File: src/sv/tcwe_pkg.sv
`timescale 1ns / 1ps
// ----------------------------------------------------------------------------
// tcwe_pkg
// Shared types and codes for the text console write engine.
// ----------------------------------------------------------------------------
package tcwe_pkg;

	typedef enum logic [2:0] {
		OP_READ,
		OP_PRINT,
		OP_LF,
		OP_CR,
		OP_TAB,
		OP_BS,
		OP_BELL,
		OP_NONE
	} op_t;

	typedef struct packed {
		op_t         op;
		logic        eow;
		logic [7:0]  chr;
		logic [13:0] rd_cell;
	} cmd_t;

	typedef struct packed {
		logic        kind;
		logic [3:0]  idx;
		logic [7:0]  val;
		logic [15:0] data;
		logic        last;
	} res_t;

	localparam logic [15:0] BLANK_CELL = 16'h0720;
	localparam logic [15:0] CHAR_ATTR  = 16'h0700;
	localparam logic [15:0] BELL_CELL  = 16'h0201;

	localparam logic [3:0] CRTC_START_HI = 4'd12;
	localparam logic [3:0] CRTC_START_LO = 4'd13;
	localparam logic [3:0] CRTC_CURS_HI  = 4'd14;
	localparam logic [3:0] CRTC_CURS_LO  = 4'd15;

	localparam logic KIND_REG  = 1'b0;
	localparam logic KIND_CELL = 1'b1;

	localparam logic [7:0] CH_BEL = 8'h07;
	localparam logic [7:0] CH_BS  = 8'h08;
	localparam logic [7:0] CH_TAB = 8'h09;
	localparam logic [7:0] CH_LF  = 8'h0A;
	localparam logic [7:0] CH_CR  = 8'h0D;
	localparam logic [7:0] CH_LO  = 8'h20;
	localparam logic [7:0] CH_HI  = 8'h7E;

endpackage

File: src/sv/tcwe_front.sv
`timescale 1ns / 1ps
// ----------------------------------------------------------------------------
// tcwe_front
// Accepts input words, classifies console bytes and queues commands.
// ----------------------------------------------------------------------------
module tcwe_front (
	input  logic          clk,
	input  logic          arst_n,
	input  logic          enable,
	input  logic          s_axis_tvalid,
	output logic          s_axis_tready,
	input  logic [23:0]   s_axis_tdata,   // char_byte[7:0], read_cell[21:8]
	input  logic          s_axis_tuser,   // func
	input  logic          s_axis_tlast,   // end_of_write
	output tcwe_pkg::cmd_t cmd,
	output logic          cmd_valid,
	input  logic          cmd_pop
);
	import tcwe_pkg::*;

	cmd_t       q_q [2];
	logic       wr_q, rd_q;
	logic [1:0] cnt_q;
	cmd_t       in_cmd;
	logic       acc, push;

	always_comb begin
		in_cmd.eow     = s_axis_tlast;
		in_cmd.chr     = s_axis_tdata[7:0];
		in_cmd.rd_cell = s_axis_tdata[21:8];
		if (s_axis_tuser) in_cmd.op = OP_READ;
		else if (in_cmd.chr >= CH_LO && in_cmd.chr <= CH_HI) in_cmd.op = OP_PRINT;
		else if (in_cmd.chr == CH_LF) in_cmd.op = OP_LF;
		else if (in_cmd.chr == CH_CR) in_cmd.op = OP_CR;
		else if (in_cmd.chr == CH_TAB) in_cmd.op = OP_TAB;
		else if (in_cmd.chr == CH_BS) in_cmd.op = OP_BS;
		else if (in_cmd.chr == CH_BEL) in_cmd.op = OP_BELL;
		else in_cmd.op = OP_NONE;
	end

	assign s_axis_tready = enable && (cnt_q != 2'd2);
	assign acc  = s_axis_tvalid && s_axis_tready;
	// bytes with no effect and no cursor update are dropped here
	assign push = acc && !(in_cmd.op == OP_NONE && !in_cmd.eow);
	assign cmd       = q_q[rd_q];
	assign cmd_valid = (cnt_q != 2'd0);

	always_ff @(posedge clk) begin
		if (push) begin
			q_q[wr_q] <= in_cmd;
		end
	end

	always_ff @(posedge clk or negedge arst_n) begin
		if (!arst_n) begin
			wr_q  <= 1'b0;
			rd_q  <= 1'b0;
			cnt_q <= 2'd0;
		end else begin
			if (push) wr_q <= ~wr_q;
			if (cmd_pop) rd_q <= ~rd_q;
			cnt_q <= cnt_q + 2'(push) - 2'(cmd_pop);
		end
	end
endmodule

File: config.mk
export PLATFORM = sky130hd
export DESIGN_NAME = tcwe_front
export DESIGN_NICKNAME = d
export VERILOG_FILES = /design/src/sv/tcwe_pkg.sv /design/src/sv/tcwe_front.sv
export SDC_FILE = /design/constraint.sdc
export NUM_CORES = 1
export LEC_CHECK = 0
export ABC_AREA = 1
export BUFFER_PORTS_ARGS = -buffer_cell sky130_fd_sc_hd__buf_4
export CAP_MARGIN = 20
export CORE_UTILIZATION = 45
export CTS_BUF_LIST = sky130_fd_sc_hd__clkbuf_4 sky130_fd_sc_hd__clkbuf_8
export DETAILED_ROUTE_END_ITERATION = 7
export PLACE_DENSITY_LB_ADDON = 0.15
export RECOVER_POWER = 25
export SLEW_MARGIN = 20
export SYNTH_ARGS = -nofsm -noshare
export SYNTH_HDL_FRONTEND = slang
export SYNTH_SLANG_ARGS = --single-unit
File: constraint.sdc
create_clock -name clk -period 3.4 [get_ports clk]
set_clock_uncertainty 0.2 [all_clocks]
set_input_delay 0.17 -clock clk [delete_from_list [all_inputs] [get_ports clk]]
set_output_delay 0.17 -clock clk [all_outputs]
set_load 0.03 [all_outputs]
**Word-level counts from Yosys, hierarchy flattened**

Memories as Yosys holds them, arrays and structs flattened.
Index checks and enable logic that the tools add are counted.

- Mux-type cells: 9
- Bitwise logic cells: 2
- Reduce and logical (&&, ||, !) cells: 8
- Order comparisons: 2
- Add/sub/neg operators: 2
- Eq/ne operators: 7

Operators by type and width:

| cell | count |
|---|---|
| 8-bit by 4-bit equality test with 1-bit output (second input constant) | 4 |
| 3-bit 2-to-1 mux | 4 |
| 8-bit by 3-bit equality test with 1-bit output (second input constant) | 1 |
| 8-bit by 6-bit greater-or-equal comparator with 1-bit output (second input constant) | 1 |
| 8-bit by 7-bit <= comparator with 1-bit output (second input constant) | 1 |
| 1-bit logical AND | 5 |
| 2-bit 2-to-1 mux | 2 |
| 3-bit equality test (second input constant) | 1 |
| 1-bit 2-to-1 mux | 3 |
| 2-bit by 1-bit adder with 2-bit output | 1 |
| 1-bit logical NOT | 2 |
| 2-bit != test (second input constant) | 1 |
| 1-bit NOT | 2 |
| 2-bit nonzero test | 1 |
| 2-bit by 1-bit subtractor with 2-bit output | 1 |

- Word-level logic and storage cells: 34
- Memories: 1
- Register bits after elaboration: 4
- Input port bits: 31
- Bits in writable memories: 52
- Output and inout port bits: 28

Memory list:

| memory | words | width | read ports | clocked after Yosys merged registers in | wr ports | RTL line | RTL |
|---|---|---|---|---|---|---|---|
| q_q | 2 | 26 | 1 | 0 | 1 | tcwe_front.sv:21 | `cmd_t q_q [2];` |

**Logic depth before layout (Yosys ltp)**

- Word-level depth: 14
- Gate-level depth with buffers: 13
- Mapped depth without buffers: 13

**Worst setup path before layout**

No wires, ideal clock.

- Path kind: register -> register
- Start point: register cnt_q[1]
- End point: memory q_q[1][0] (netlist bit) (enable)
- Path slack: 0.135 ns
- Cell stages (with the launch flop): 5
- Data arrival time: 2.656 ns
- Path buffers: 0
- Required time: 2.791 ns
- Library setup time: 0.409 ns
- Cell sequence: dfrtp_1 a21boi_0 and2_2 nand2_4 nor2_1

- Word-level cells in the longest chain between the ends: 6

Ends and longest elaborated chain:

| what | RTL line | RTL |
|---|---|---|
| start: declaration | tcwe_front.sv:23 | `logic [1:0] cnt_q;` |
| start signal: assignment | tcwe_front.sv:62 | `cnt_q <= cnt_q + 2'(push) - 2'(cmd_pop);` |
| 2-bit != test | tcwe_front.sv:41 | `assign s_axis_tready = enable && (cnt_q != 2'd2);` |
| 1-bit logical AND | tcwe_front.sv:41 |  |
| named net s_axis_tready | tcwe_front.sv:11 | `output logic s_axis_tready,` |
| 1-bit logical AND | tcwe_front.sv:42 | `assign acc = s_axis_tvalid && s_axis_tready;` |
| 1-bit logical AND | tcwe_front.sv:44 | `assign push = acc && !(in_cmd.op == OP_NONE && !in_cmd.eow);` |
| 1-bit 2-to-1 mux | tcwe_front.sv:49 | `if (push) begin` |
| 1-bit 2-to-1 mux (implied by the code) | tcwe_front.sv:50 | `q_q[wr_q] <= in_cmd;` |
| end: declaration | tcwe_front.sv:21 |  |

The timed path passes the listed nets, and every way through them passes these cells.

**Worst setup path after layout**

- Start point: input port s_axis_tdata[4]
- End point: memory q_q[0][8] (netlist bit) (enable)

- Word-level cells in the longest chain between the ends: 14

Ends and longest elaborated chain:

| what | RTL line | RTL |
|---|---|---|
| start: declaration | tcwe_front.sv:12 | `input logic [23:0] s_axis_tdata,` |
| 8-bit by 3-bit equality test with 1-bit output | tcwe_front.sv:37 | `else if (in_cmd.chr == CH_BEL) in_cmd.op = OP_BELL;` |
| 1-bit 2-to-1 mux | tcwe_front.sv:37 |  |
| 2-bit 2-to-1 mux | tcwe_front.sv:36 | `else if (in_cmd.chr == CH_BS) in_cmd.op = OP_BS;` |
| 2-bit 2-to-1 mux | tcwe_front.sv:35 | `else if (in_cmd.chr == CH_TAB) in_cmd.op = OP_TAB;` |
| 3-bit 2-to-1 mux | tcwe_front.sv:34 | `else if (in_cmd.chr == CH_CR) in_cmd.op = OP_CR;` |
| 3-bit 2-to-1 mux | tcwe_front.sv:33 | `else if (in_cmd.chr == CH_LF) in_cmd.op = OP_LF;` |
| 3-bit 2-to-1 mux * | tcwe_front.sv:32 | `else if (in_cmd.chr >= CH_LO && in_cmd.chr <= CH_HI) in_cmd.op = OP_PRINT;` |
| 3-bit 2-to-1 mux * | tcwe_front.sv:31 | `if (s_axis_tuser) in_cmd.op = OP_READ;` |
| 3-bit equality test * | tcwe_front.sv:44 |  |
| 1-bit logical AND * | tcwe_front.sv:44 |  |
| 1-bit logical NOT * | tcwe_front.sv:44 |  |
| 1-bit logical AND * | tcwe_front.sv:44 |  |
| 1-bit 2-to-1 mux * | tcwe_front.sv:49 |  |
| 1-bit 2-to-1 mux (implied by the code) * | tcwe_front.sv:50 |  |

Every way passes the cells marked *; elsewhere a longest branch is shown, timed or not.

==> results.toml <==
[routing]
ant_nets = 0
drc = 0
avgRoutedWirePerCell_um = 14.1
viasPerCell = 4.73
drt-pass1-iter-count = 4
routed_wl_mm = 4.19
drt_iter0_drc = 41
num_vias = 1405

[cts]
clk_latency_ns = 0.30
cts_made_buffers = 5
numClockSinks = 56
cts_root_buf = "clkbuf_8"
cts_resized = 0
clockBufferDepth = 2
htreeDepth = 2
path_clk_slew_ns = 0.09
cts_tree = "built"

[cells_and_area]
layout-drive-gt1-share = 0.417
layout_commonest_cell = "edfxtp_1"
fin_util = 0.650
layout_common_cells = "edfxtp_1, buf_4, dlygate4sd3_1"
area_growth_pct = 37.3
nets = 262
fin_area_um2 = 3110
diodes = 0

[synthesis]
yosys_most_used_dff = "edfxtp_1"
yosysUniqueCellTypes = 21
syn-instance-count = 139
synth-edff-count = 52
synthMuxAreaShare = 0.129
yosysTopAreaCell = "edfxtp_1"
synth_top_family_by_area = "multiplexers"
yosys.area_share.adder = 0.0110
synth_area_leaders = "edfxtp_1, mux2_2, dfrtp_1"
synth_seq_cells = 56
netlist_area_um2 = 2270
synth_compound_area_frac = 0.00331
syn-num-nets = 172
async_reset_ff_frac = 0.0714
avgSynthCellArea_um2 = 16.3
synth_xor_area_frac = 0.0116
ys.warnings.count = 0
synthSimpleGateAreaFrac = 0.0889
synth_top_area_frac = 0.689
seq_area_frac_synth = 0.733

[setup_path]
worst_ep_required_time_ns = 3.21
reg2reg_depth = 5
cp_cell_sequence = "dlygate4sd3_1, clkbuf_1, nor2_1, nand2_1, nor3_1, nor2_1, nand3_4, nand3_1, inv_1, buf_4"
slowest_stage = "dlygate4sd3_1"
cp_max_fo = 17
crit_path_end_kind = "flip-flop"
r2r_start = "cnt_q[1]"
crit_top_cell = "nor2_1"
slowest_delay_ns = 0.54
arrival_ns = 2.49
start_kind = "input pin"
crit_type = "in -> reg"
cp-startpoint = "s_axis_tdata[4]"

[floorplan]
rows = 25
die_h_um = 73.0
core-area_um2 = 4790
die_x_um = 73.0
start_util = 0.474
ios = 59
die_area_um2 = 5330

[timing]
whs_ns = 0.101
relSlewSlack = 0.530
timing.fmax_mhz = 373
finalSetupTns_ns = 0
timing.final.crit_period_ns = 2.68
setup_ws_ns = 0.716
drv_slew = 0
setup_viol = 0
tightest_slew_ns = 0.704
grt_setup_unrepaired = "no"
finalHoldViolCount = 0
finalCritPeriodShare = 0.789

[pwr]
power.internal_mw = 1.37
p_switching_mw = 0.705
seqPwrFrac = 0.435
ir_worst_vdd_v = 0.000377
swShare = 0.339
p_leak_nw = 1.22
power.density_nw_per_um2 = 668
pwr-share-clk = 0.171
pwr-share-comb = 0.394

[worst_hold_path]
hp-class = "in -> reg"
hold_start = "s_axis_tvalid"
holdPathStages = 5

[grt]
track_usage = 0.167
antenna_found_initial = 0
grt-ovfl-total = 0
grt_pass1_wl_mm = 6.47
grt_max_degree = 21
grt_pass1_vias = 1451

[placement]
post-place-ws_ns = 0.974
io_buffers = 56
gp_congestion = 0.803
dpl.hpwl_mm = 2.81
placed_area_um2 = 2780

[status]
status = "finished clean"

[run]
cap_viol_max_count = 0
[cells in the mapped netlist, drive strengths merged (2+ instances only)]
cell / instances
xnor2: 2
ha: 2
edfxtp: 52
inv: 10
nor2: 13
dfrtp: 4
nand3: 3
buf: 3
mux2: 26
nand2: 18
[state kept, by name (all words and copies together), names as in the netlist]
register,cells
q_q,52
cnt_q,2
rd_q,1
wr_q,1
[power by group through the flow]
stage          clock [mW]  combinational [mW]  sequential (mW)
6_report            0.355               0.819            0.904
3_5_place_dp            0               0.805            0.921
2_1_floorplan           0               0.555            0.895
3_3_place_gp            0               0.791            0.913
4_1_cts             0.363               0.833            0.905
5_1_grt             0.386               0.866            0.915
[cell type report]
type / instances / area (um2)
fillers: 365 / 1670
multi-input cells: 70 / 556
well taps: 67 / 83.8
inverters: 10 / 37.5
flip-flops and latches: 56 / 1660
clock inverters: 1 / 3.75
repair buffers: 86 / 687
clock buffers: 7 / 83.8
[layer usage]
metal  wire length (um)  GRT usage  vias to the layer above
met5                  0          0                        -
met4                 54     0.0523                        0
met3                175     0.0470                        7
met2               2330      0.317                       36
met1               1630      0.178                      686
li1                   -          -                      676
[path summary, 6_finish.rpt]
path / end / slack (ns)
worst max register to register: q_q[0][8] / 1.03
worst min register to register: wr_q / 0.29
min in group asynchronous: cnt_q[0] / 0.56
worst max-delay path: q_q[0][8] / 0.72
worst min-delay path: wr_q / 0.10
max in group asynchronous: wr_q / 2.27
[cells by family (layout without fill, tap and decap cells)]
family,Yosys count,in the layout
flip-flops,56,56
XOR/XNOR,3,3
AO/OA/AOI/OAI,1,1
AND/OR/NAND/NOR,38,38
adder cells (fa/ha/maj),2,2
multiplexers,26,26
buffers and inverters,13,104
[critical path, delay by kind of cell]
family	cells	cell delay, ns
and+or+nand+nor	6	0.78
buffers and inverters	4	1.54
[per-stage QoR]
step                      power [mW]  std cells
after floorplan                 1.45        139
after global placement          1.70        262
after detailed placement        1.73        262
after CTS                       2.10        297
after global routing            2.17        297
final                           2.08        297
[repair_timing]
action / CTS / global route
setup buffers: 0 / 0
hold buffers: 27 / 0
endpoints found under the hold margin: 53 / 0
Power figures use the tool's default switching activity.
